--- src/rtl/coap_option_stream_parser_assert.svh ---
// Assertion macros for the parser RTL.
`ifndef COAP_OPTION_STREAM_PARSER_ASSERT_SVH
`define COAP_OPTION_STREAM_PARSER_ASSERT_SVH

// Same-cycle implication, disabled while reset is asserted.
`define COSP_ASSERT_IMPLY(label, clk, rstn, cond, expr) \
    label: assert property (@(posedge clk) disable iff (!(rstn)) (cond) |-> (expr)) \
        else $error("cosp assertion failed");

// Next-cycle implication, disabled while reset is asserted.
`define COSP_ASSERT_NEXT(label, clk, rstn, cond, expr) \
    label: assert property (@(posedge clk) disable iff (!(rstn)) (cond) |=> (expr)) \
        else $error("cosp assertion failed");

`endif

--- src/rtl/cosp_pkg.sv ---
`default_nettype none

package cosp_pkg;

    localparam int MAX_OPTIONS = 16;
    localparam int OPT_CNT_W = $clog2(MAX_OPTIONS + 1);
    localparam logic [OPT_CNT_W-1:0] OPT_LIMIT = OPT_CNT_W'(MAX_OPTIONS);

    localparam logic [7:0]  PAYLOAD_MARKER = 8'hFF;
    localparam logic [3:0]  NIB_EXT1       = 4'd13;
    localparam logic [3:0]  NIB_EXT2       = 4'd14;
    localparam logic [3:0]  NIB_RESERVED   = 4'd15;
    localparam logic [16:0] EXT1_BIAS      = 17'd13;
    localparam logic [16:0] EXT2_BIAS      = 17'd269;
    localparam logic [15:0] OFFSET_MAX     = 16'hFFFF;

    typedef enum logic [2:0] {
        KIND_OPTION  = 3'd0,
        KIND_PAYLOAD = 3'd1,
        KIND_CODE    = 3'd2,
        KIND_END     = 3'd3,
        KIND_ERROR   = 3'd4
    } kind_t;

    typedef enum logic [2:0] {
        ERR_NO_PAYLOAD = 3'd0,
        ERR_RSV_DELTA  = 3'd1,
        ERR_RSV_LENGTH = 3'd2,
        ERR_TRUNCATED  = 3'd3,
        ERR_OVERFLOW   = 3'd4,
        ERR_TOO_MANY   = 3'd5
    } err_t;

    typedef struct packed {
        logic [7:0] data_byte;
        logic       first_byte;
        logic       last_byte;
    } in_item_t;

    typedef struct packed {
        kind_t       result_kind;
        logic [3:0]  option_index;
        logic [15:0] abs_number;
        logic [16:0] option_delta;
        logic [16:0] option_length;
        logic [15:0] value_offset;
        logic [15:0] payload_offset;
        logic [15:0] payload_length;
        logic [4:0]  option_count;
        logic [7:0]  code_value;
        err_t        error_code;
        logic        last_of_run;
    } out_item_t;

    // Results caused by one item, in order.
    typedef struct packed {
        logic [1:0] count;
        out_item_t  first;
        out_item_t  second;
    } run_t;

    function automatic out_item_t mk_result(kind_t kind);
        out_item_t r;
        r = '0;
        r.result_kind = kind;
        return r;
    endfunction

    function automatic out_item_t mk_error(err_t code);
        out_item_t r;
        r = mk_result(KIND_ERROR);
        r.error_code = code;
        return r;
    endfunction

endpackage

`default_nettype wire

--- src/rtl/cosp_core.sv ---
`default_nettype none

module cosp_core (
    input  wire logic             aclk,
    input  wire logic             aresetn,
    input  wire logic             code_prefix_enable,
    input  wire cosp_pkg::in_item_t item,
    input  wire logic             advance,
    output cosp_pkg::run_t        run
);

    typedef enum logic [10:0] {
        PH_HDR  = 11'b000_0000_0001,
        PH_CODE = 11'b000_0000_0010,
        PH_DX1  = 11'b000_0000_0100,
        PH_DX2A = 11'b000_0000_1000,
        PH_DX2B = 11'b000_0001_0000,
        PH_LX1  = 11'b000_0010_0000,
        PH_LX2A = 11'b000_0100_0000,
        PH_LX2B = 11'b000_1000_0000,
        PH_VAL  = 11'b001_0000_0000,
        PH_PAY  = 11'b010_0000_0000,
        PH_IDLE = 11'b100_0000_0000
    } phase_t;

    phase_t                         phase_reg, phase_next;
    logic [15:0]                    number_reg, number_next;
    logic [16:0]                    delta_reg, delta_next;
    logic [16:0]                    length_reg, length_next;
    logic [7:0]                     ext_hi_reg, ext_hi_next;
    logic [16:0]                    remain_reg, remain_next;
    logic [15:0]                    offset_reg, offset_next;
    logic [cosp_pkg::OPT_CNT_W-1:0] seen_reg, seen_next;
    logic [15:0]                    pay_start_reg, pay_start_next;
    logic                           has_pay_reg, has_pay_next;

    logic [3:0]           dnib, lnib;
    logic                 do_after, do_finish;
    logic [17:0]          num_sum;
    logic [31:0]          seen_wide;
    cosp_pkg::out_item_t  sw_res, tail_res;
    logic                 sw_v, tail_v;
    logic [15:0]          cur_offset;

    assign dnib = item.data_byte[7:4];
    assign lnib = item.data_byte[3:0];

    always_comb begin
        phase_next     = phase_reg;
        number_next    = number_reg;
        delta_next     = delta_reg;
        length_next    = length_reg;
        ext_hi_next    = ext_hi_reg;
        remain_next    = remain_reg;
        offset_next    = offset_reg;
        seen_next      = seen_reg;
        pay_start_next = pay_start_reg;
        has_pay_next   = has_pay_reg;
        do_after       = 1'b0;
        do_finish      = 1'b0;
        sw_res         = '0;
        sw_v           = 1'b0;
        tail_res       = '0;
        tail_v         = 1'b0;
        num_sum        = '0;
        seen_wide      = '0;

        if (item.first_byte) begin
            phase_next     = code_prefix_enable ? PH_CODE : PH_HDR;
            number_next    = '0;
            delta_next     = '0;
            length_next    = '0;
            ext_hi_next    = '0;
            remain_next    = '0;
            offset_next    = '0;
            seen_next      = '0;
            pay_start_next = '0;
            has_pay_next   = 1'b0;
        end
        cur_offset = offset_next;

        unique case (phase_next)
            PH_IDLE: begin
            end
            PH_CODE: begin
                sw_res = cosp_pkg::mk_result(cosp_pkg::KIND_CODE);
                sw_res.code_value = item.data_byte;
                sw_v = 1'b1;
                phase_next = PH_HDR;
            end
            PH_HDR: begin
                if (item.data_byte == cosp_pkg::PAYLOAD_MARKER) begin
                    sw_v = 1'b1;
                    if (item.last_byte) begin
                        sw_res = cosp_pkg::mk_error(cosp_pkg::ERR_NO_PAYLOAD);
                        phase_next = PH_IDLE;
                    end else begin
                        pay_start_next = (cur_offset != cosp_pkg::OFFSET_MAX) ?
                                         cur_offset + 16'd1 : cur_offset;
                        has_pay_next = 1'b1;
                        sw_res = cosp_pkg::mk_result(cosp_pkg::KIND_PAYLOAD);
                        sw_res.payload_offset = pay_start_next;
                        phase_next = PH_PAY;
                    end
                end else if (dnib == cosp_pkg::NIB_RESERVED) begin
                    sw_res = cosp_pkg::mk_error(cosp_pkg::ERR_RSV_DELTA);
                    sw_v = 1'b1;
                    phase_next = PH_IDLE;
                end else if (lnib == cosp_pkg::NIB_RESERVED) begin
                    sw_res = cosp_pkg::mk_error(cosp_pkg::ERR_RSV_LENGTH);
                    sw_v = 1'b1;
                    phase_next = PH_IDLE;
                end else if (seen_next >= cosp_pkg::OPT_LIMIT) begin
                    sw_res = cosp_pkg::mk_error(cosp_pkg::ERR_TOO_MANY);
                    sw_v = 1'b1;
                    phase_next = PH_IDLE;
                end else begin
                    delta_next  = 17'(dnib);
                    length_next = 17'(lnib);
                    if (dnib == cosp_pkg::NIB_EXT1) begin
                        phase_next = PH_DX1;
                    end else if (dnib == cosp_pkg::NIB_EXT2) begin
                        phase_next = PH_DX2A;
                    end else begin
                        do_after = 1'b1;
                    end
                end
            end
            PH_DX1: begin
                delta_next = 17'(item.data_byte) + cosp_pkg::EXT1_BIAS;
                do_after = 1'b1;
            end
            PH_DX2A: begin
                ext_hi_next = item.data_byte;
                phase_next = PH_DX2B;
            end
            PH_DX2B: begin
                delta_next = 17'({ext_hi_next, item.data_byte}) + cosp_pkg::EXT2_BIAS;
                do_after = 1'b1;
            end
            PH_LX1: begin
                length_next = 17'(item.data_byte) + cosp_pkg::EXT1_BIAS;
                do_finish = 1'b1;
            end
            PH_LX2A: begin
                ext_hi_next = item.data_byte;
                phase_next = PH_LX2B;
            end
            PH_LX2B: begin
                length_next = 17'({ext_hi_next, item.data_byte}) + cosp_pkg::EXT2_BIAS;
                do_finish = 1'b1;
            end
            PH_VAL: begin
                if (remain_next != '0) begin
                    remain_next = remain_next - 17'd1;
                end
                if (remain_next == '0) begin
                    phase_next = PH_HDR;
                end
            end
            PH_PAY: begin
            end
            default: begin
            end
        endcase

        // length extensions follow the delta extensions
        if (do_after) begin
            if (length_next == 17'(cosp_pkg::NIB_EXT1)) begin
                phase_next = PH_LX1;
            end else if (length_next == 17'(cosp_pkg::NIB_EXT2)) begin
                phase_next = PH_LX2A;
            end else begin
                do_finish = 1'b1;
            end
        end

        if (do_finish) begin
            num_sum = 18'(number_next) + 18'(delta_next);
            sw_v = 1'b1;
            if (num_sum[17:16] != 2'b00) begin
                sw_res = cosp_pkg::mk_error(cosp_pkg::ERR_OVERFLOW);
                phase_next = PH_IDLE;
            end else begin
                number_next = num_sum[15:0];
                seen_wide = 32'(seen_next);
                sw_res = cosp_pkg::mk_result(cosp_pkg::KIND_OPTION);
                sw_res.option_index  = seen_wide[3:0];
                sw_res.abs_number    = num_sum[15:0];
                sw_res.option_delta  = delta_next;
                sw_res.option_length = length_next;
                sw_res.value_offset  = (length_next != '0) ? cur_offset + 16'd1 : '0;
                seen_next   = seen_next + cosp_pkg::OPT_CNT_W'(1);
                remain_next = length_next;
                phase_next  = (length_next != '0) ? PH_VAL : PH_HDR;
            end
        end

        if (item.last_byte && phase_next != PH_IDLE) begin
            tail_v = 1'b1;
            if (phase_next == PH_HDR || phase_next == PH_PAY) begin
                tail_res = cosp_pkg::mk_result(cosp_pkg::KIND_END);
                if (has_pay_next) begin
                    tail_res.payload_offset = pay_start_next;
                    tail_res.payload_length = cur_offset - pay_start_next + 16'd1;
                end
                seen_wide = 32'(seen_next);
                tail_res.option_count = seen_wide[4:0];
            end else begin
                tail_res = cosp_pkg::mk_error(cosp_pkg::ERR_TRUNCATED);
            end
            phase_next = PH_IDLE;
        end

        if (cur_offset != cosp_pkg::OFFSET_MAX) begin
            offset_next = cur_offset + 16'd1;
        end

        run = '0;
        if (sw_v && tail_v) begin
            run.count  = 2'd2;
            run.first  = sw_res;
            run.second = tail_res;
            run.second.last_of_run = 1'b1;
        end else if (sw_v || tail_v) begin
            run.count = 2'd1;
            run.first = sw_v ? sw_res : tail_res;
            run.first.last_of_run = 1'b1;
        end
    end

    always_ff @(posedge aclk) begin
        if (!aresetn) begin
            phase_reg     <= PH_HDR;
            number_reg    <= '0;
            delta_reg     <= '0;
            length_reg    <= '0;
            ext_hi_reg    <= '0;
            remain_reg    <= '0;
            offset_reg    <= '0;
            seen_reg      <= '0;
            pay_start_reg <= '0;
            has_pay_reg   <= 1'b0;
        end else if (advance) begin
            phase_reg     <= phase_next;
            number_reg    <= number_next;
            delta_reg     <= delta_next;
            length_reg    <= length_next;
            ext_hi_reg    <= ext_hi_next;
            remain_reg    <= remain_next;
            offset_reg    <= offset_next;
            seen_reg      <= seen_next;
            pay_start_reg <= pay_start_next;
            has_pay_reg   <= has_pay_next;
        end
    end

endmodule

`default_nettype wire

--- src/rtl/cosp_outq.sv ---
`default_nettype none

// Two-entry result queue: takes up to two results at once, hands out one per cycle while m_ready is high.
module cosp_outq (
    input  wire logic             aclk,
    input  wire logic             aresetn,
    input  wire logic             push,
    input  wire cosp_pkg::run_t   run,
    output logic [1:0]            space,
    output logic                  m_valid,
    input  wire logic             m_ready,
    output cosp_pkg::out_item_t   m_data
);

    cosp_pkg::out_item_t slot0_reg, slot0_next;
    cosp_pkg::out_item_t slot1_reg, slot1_next;
    logic [1:0]          cnt_reg, cnt_next;
    logic                pop;
    logic [1:0]          cnt_left;

    assign m_valid  = (cnt_reg != 2'd0);
    assign m_data   = slot0_reg;
    assign pop      = m_valid && m_ready;
    assign cnt_left = cnt_reg - {1'b0, pop};
    assign space    = 2'd2 - cnt_left;

    always_comb begin
        slot0_next = pop ? slot1_reg : slot0_reg;
        slot1_next = slot1_reg;
        cnt_next   = cnt_left;
        if (push) begin
            case (cnt_left)
                2'd0: begin
                    slot0_next = run.first;
                    slot1_next = run.second;
                end
                2'd1: begin
                    slot1_next = run.first;
                end
                default: begin
                end
            endcase
            cnt_next = cnt_left + run.count;
        end
    end

    always_ff @(posedge aclk) begin
        if (!aresetn) begin
            cnt_reg <= 2'd0;
        end else begin
            cnt_reg <= cnt_next;
        end
    end

    always_ff @(posedge aclk) begin
        slot0_reg <= slot0_next;
        slot1_reg <= slot1_next;
    end

endmodule

`default_nettype wire

--- src/rtl/coap_option_stream_parser.sv ---
`default_nettype none

// Option-area byte parser. One byte per item on s_; results (option, payload
// start, code, end, error) leave on m_. A byte is registered at acceptance and
// parsed in the next cycle; its results enter a two-entry queue when the byte
// is committed, which waits until the queue has room for them. The input takes
// one byte per cycle while m_ready stays high and each byte causes at most one
// result. A byte causing two results (option then end or truncation error, or
// code then end) leaves an extra result in the queue, which drains one result
// per cycle while m_ready is high; the input stalls only when a byte finds too
// little room left in it. Config writes on cfg_ are always ready and should
// only be made while no item is in flight.
module coap_option_stream_parser (
    input  wire logic             aclk,
    input  wire logic             aresetn,
    input  wire logic             cfg_valid,
    output logic                  cfg_ready,
    input  wire logic             cfg_data,
    input  wire logic             s_valid,
    output logic                  s_ready,
    input  wire cosp_pkg::in_item_t s_data,
    output logic                  m_valid,
    input  wire logic             m_ready,
    output cosp_pkg::out_item_t   m_data
);

    logic                code_en_reg;
    logic                in_valid_reg;
    cosp_pkg::in_item_t  in_item_reg;
    cosp_pkg::run_t      run;
    logic [1:0]          space;
    logic                commit;
    logic                run_one, run_two, pair_marked, in_stall;

    assign cfg_ready = 1'b1;
    assign commit    = in_valid_reg && (run.count <= space);
    assign s_ready   = !in_valid_reg || commit;

    always_ff @(posedge aclk) begin
        if (!aresetn) begin
            code_en_reg  <= 1'b0;
            in_valid_reg <= 1'b0;
        end else begin
            if (cfg_valid && cfg_ready) begin
                code_en_reg <= cfg_data;
            end
            if (s_ready) begin
                in_valid_reg <= s_valid;
            end
        end
    end

    always_ff @(posedge aclk) begin
        if (s_valid && s_ready) begin
            in_item_reg <= s_data;
        end
    end

    cosp_core u_core (
        .aclk               (aclk),
        .aresetn            (aresetn),
        .code_prefix_enable (code_en_reg),
        .item               (in_item_reg),
        .advance            (commit),
        .run                (run)
    );

    cosp_outq u_outq (
        .aclk    (aclk),
        .aresetn (aresetn),
        .push    (commit),
        .run     (run),
        .space   (space),
        .m_valid (m_valid),
        .m_ready (m_ready),
        .m_data  (m_data)
    );

    assign run_one     = in_valid_reg && (run.count == 2'd1);
    assign run_two     = in_valid_reg && (run.count == 2'd2);
    assign pair_marked = !run.first.last_of_run && run.second.last_of_run;
    assign in_stall    = in_valid_reg && !commit;

`include "coap_option_stream_parser_assert.svh"

    `COSP_ASSERT_IMPLY(a_single_is_last, aclk, aresetn, run_one, run.first.last_of_run)
    `COSP_ASSERT_IMPLY(a_pair_marks_second, aclk, aresetn, run_two, pair_marked)
    `COSP_ASSERT_NEXT(a_item_held, aclk, aresetn, in_stall, in_valid_reg && $stable(in_item_reg))
    `COSP_ASSERT_IMPLY(a_queue_bound, aclk, aresetn, 1'b1, space <= 2'd2)

endmodule

`default_nettype wire

--- config.mk ---
export PLATFORM = sky130hd
export DESIGN_NAME = coap_option_stream_parser
export DESIGN_NICKNAME = d
export VERILOG_FILES = /design/src/rtl/cosp_pkg.sv /design/src/rtl/cosp_core.sv /design/src/rtl/cosp_outq.sv /design/src/rtl/coap_option_stream_parser.sv
export VERILOG_INCLUDE_DIRS = /design/src /design/src/rtl
export SDC_FILE = /design/constraint.sdc
export NUM_CORES = 1
export LEC_CHECK = 0
export BUFFER_PORTS_ARGS = -buffer_cell sky130_fd_sc_hd__buf_2
export CAP_MARGIN = 20
export CORE_ASPECT_RATIO = 1.25
export CORE_MARGIN = 2
export CORE_UTILIZATION = 61
export CTS_CLUSTER_SIZE = 16
export DETAILED_ROUTE_END_ITERATION = 8
export GPL_ROUTABILITY_DRIVEN = 1
export PLACE_DENSITY = 0.8
export SYNTH_ARGS = -nofsm -noshare
export SYNTH_HDL_FRONTEND = slang
export SYNTH_SLANG_ARGS = --single-unit
--- constraint.sdc ---
create_clock -name aclk -period 13.35 [get_ports aclk]
set_input_delay 2.67 -clock aclk [delete_from_list [all_inputs] [get_ports aclk]]
set_output_delay 2.67 -clock aclk [all_outputs]
set_load 0.02 [all_outputs]
==> flow_metrics.tcl <==
set metrics [dict create \
    whs_path_depth 2 \
    synth-main-ff-cell "dfxtp_1" \
    tritoncts "done" \
    start_kind "flip-flop" \
    critical-path-slowest-cell "edfxtp_1" \
    max-clock-path-buffers 3 \
    die_w_um 166 \
    synth_top_area_share_pct 25.1 \
    drtPass1Iterations 6 \
    hpwl_um 43500 \
    antenna_violations_before_repair 0 \
    grt_use_total_pct 35.3 \
    ys_ff_latch 382 \
    design.die.area_um2 34200 \
    postSynth.asyncResetShare_pct 0 \
    diodes 0 \
    final_net_count 2333 \
    wire_per_inst_um 22.9 \
    layout-drive-gt1-share_pct 12.5 \
    clock.fmax_mhz 91.1 \
    synth.yosys.seq_area_share_pct 44.9 \
    top_cells_by_area_in_the_synthesized_netlist "dfxtp_1 25%, edfxtp_1 20%, nor2_1 6.3%" \
    num-fill-cells 2710 \
    cap_viol_max_count 0 \
    core_area_um2 32500 \
    switching_share_pct 45.4 \
    die_height_um 206 \
    crit_type "flip-flop to primary output" \
    syn_nets 2283 \
    cp_data_arrival_time_ns 8.31 \
    switching_power_w 0.00279 \
    share_seq_of_total_power_pct 32.2 \
    final_common_cell "nor2_1" \
    setup_total_negative_slack_ns 0 \
    drc 0 \
    power_report.internal_total_w 0.00335 \
    timing.hold.worst.start "u_core.number_reg[10]" \
    final_cell_mix "334 x nor2_1, 250 x dfxtp_1, 167 x nand2_1" \
    area_of_the_multi_input_gates_um2 10200 \
    critPathRequiredTime_ns 10.68 \
    worst_r2r_startpoint "in_item_reg[1]" \
    syn_to_final_growth_pct 10.5 \
    route.detailed.vias_per_inst 6.43 \
    cts_buffers 38 \
    crit_family "compound AO/OA/AOI/OAI gates" \
    floorplan.io_pins 141 \
    ys_warn_count 0 \
    postSynthAreaPerCell_um2 9.04 \
    grt_start_max_net_pins 79 \
    synth.lib_cells_used.distinct 96 \
    ant_nets 0 \
    cts_root_buffer "clkbuf_16" \
    total_via_count_after_detailed_routing 17400 \
    cts-htree-levels 2 \
    status "finished clean" \
    timing.final.crit_share_pct 82.2 \
    placed_cell_area_um2 20800 \
    critPathBufInv 8 \
    routed_wirelength_um 61800 \
    timing.final.setup_violations 0 \
    timing.critical_path.to_type "primary output" \
    final.min_clock_period_ns 10.98 \
    routabilityCongestion 0.957 \
    timing.clock.skew_ns 0.0166 \
    io_buffers 139 \
    synth_top_area_cell "dfxtp_1" \
    synth_cells 2207 \
    drv_slew 0 \
    cts_hold_repair.buffers 0 \
    reg2regPathDepth 32 \
    total_clock_sinks 382 \
    worst_tran_pin_value_ns 1.15 \
    clkTransAtPathRegs_ns 0.06 \
    grt_remaining_overflow 0 \
    r2r_end "u_outq.m_data[76]" \
    cts.repair_timing.setup_buffer_count 0 \
    critical_path_s_largest_stage_delay_ns 0.75 \
    clock_share_of_power_pct 18.1 \
    post_synth_instance_area_um2 20000 \
    core.rowCount 74 \
    insertion_delay_ns 0.56 \
    dr.first_iter.drc_count 1665 \
    critical_path_fanout_max 23 \
    starting_density_pct 61.4 \
    power.combinational.fraction_pct 49.7 \
    final-hold-violation-count 0 \
    power_leakage_nw 8.37 \
    sequential_cell_area_um2 8970 \
    reg2reg_slack_ns 3.42 \
    timing.slew.headroom_pct 23.3 \
    max-vdd-ir-drop_v 0.000187 \
    cellPowerDensity_nw_per_um2 279 \
    number_of_enable_flip_flop_cells_after_synthesis 132 \
    holdCritPathClass "flip-flop to flip-flop" \
    post_cts.resized_instances 0 \
    design_area_final_um2 22100 \
    worstHoldEndpoint "u_core.number_reg[10]" \
    rsz0062_at_grt "false" \
    via_count_of_the_first_global_routing_pass 16700 \
    crit_path_frequent_cell "inv_1" \
    first_pass_grt_wire_length_um 95300 \
]
==> power by group through the flow <==
stage | combinational, W | clock [W] | sequential [W]
after floorplan | 0.00201 | 0 | 0.00212
after global placement | 0.00295 | 0 | 0.00197
after detailed placement | 0.00300 | 0 | 0.00199
after CTS | 0.00302 | 0.00113 | 0.00197
after global routing | 0.00331 | 0.00117 | 0.00202
final | 0.00305 | 0.00111 | 0.00198
==> layer usage <==
metal  global-route usage [%]  wire length [um]  vias up
li1                         -                 -     8165
met1                     43.1             24600     8343
met2                     60.7             30300      698
met3                     5.09              3450      181
met4                     19.0              3490        0
met5                        0                 0        -
==> worst reg2reg max path, delay by kind of cell (launching register included) <==
family                     cells  cell delay [ns]
AOI/OAI and AO/OA             10             3.70
DFF                            1             0.75
buffers and inverters          7             1.43
and+or+nand+nor               11             2.87
adders and majority gates      4             1.13
==> area by class of cell <==
class / count / share of cell area, %
Clock buffer: 54 / 4.95
Clock inverter: 15 / 0.890
Inverter: 56 / 0.981
Multi-Input combinational cell: 1613 / 46.1
Sequential cell: 382 / 40.6
Tap cell: 418 / 2.37
Timing Repair Buffer: 166 / 4.07
==> worst max path at each step <==
stage	slack (ns)	end	cells after the start	start
after floorplan	1.10	u_outq.slot1_reg[0]	29	in_item_reg[1]
after global placement	3.29	s_ready	29	in_item_reg[1]
after detailed placement	3.00	s_ready	29	in_item_reg[1]
after CTS	2.43	s_ready	29	in_item_reg[1]
after global routing	1.80	s_ready	29	in_item_reg[1]
final	2.37	s_ready	29	in_item_reg[1]
==> kinds of logic (layout without fill, tap and decap cells) <==
group	after synthesis	in the layout	share of synthesized area, %
mux	106	106	5.32
simple gates	806	806	19.2
fa+ha+maj	60	60	3.84
other cells	1	1	0.0188
xor+xnor	77	77	3.42
compound gates	563	563	19.0
flops	382	382	44.9
buf+inv	212	291	4.28
==> per-stage QoR <==
step | hold slack, ns | total power, W | util (%) | std cells | setup slack, ns
2_1_floorplan | 0.446 | 0.00412 | - | 2207 | 1.10
3_3_place_gp | 0.459 | 0.00492 | 63.9 | 2634 | 3.29
3_5_place_dp | 0.467 | 0.00499 | 63.9 | 2634 | 3.00
4_1_cts | 0.481 | 0.00612 | 67.9 | 2703 | 2.43
5_1_grt | 0.498 | 0.00649 | 67.9 | 2704 | 1.80
6_report | 0.479 | 0.00615 | 67.9 | 2704 | 2.37
==> cell usage after synthesis, drive strengths merged (37+ instances only) <==
master,n
inv,56
nand3,37
nor3,49
clkbuf,128
ha,58
nor2,336
nand2,167
o21ai,100
xnor2,46
mux2i,105
a211oi,82
a21oi,129
dfxtp,250
o22ai,92
nor2b,39
edfxtp,132
No activity file was read; power rests on OpenSTA's default activity.
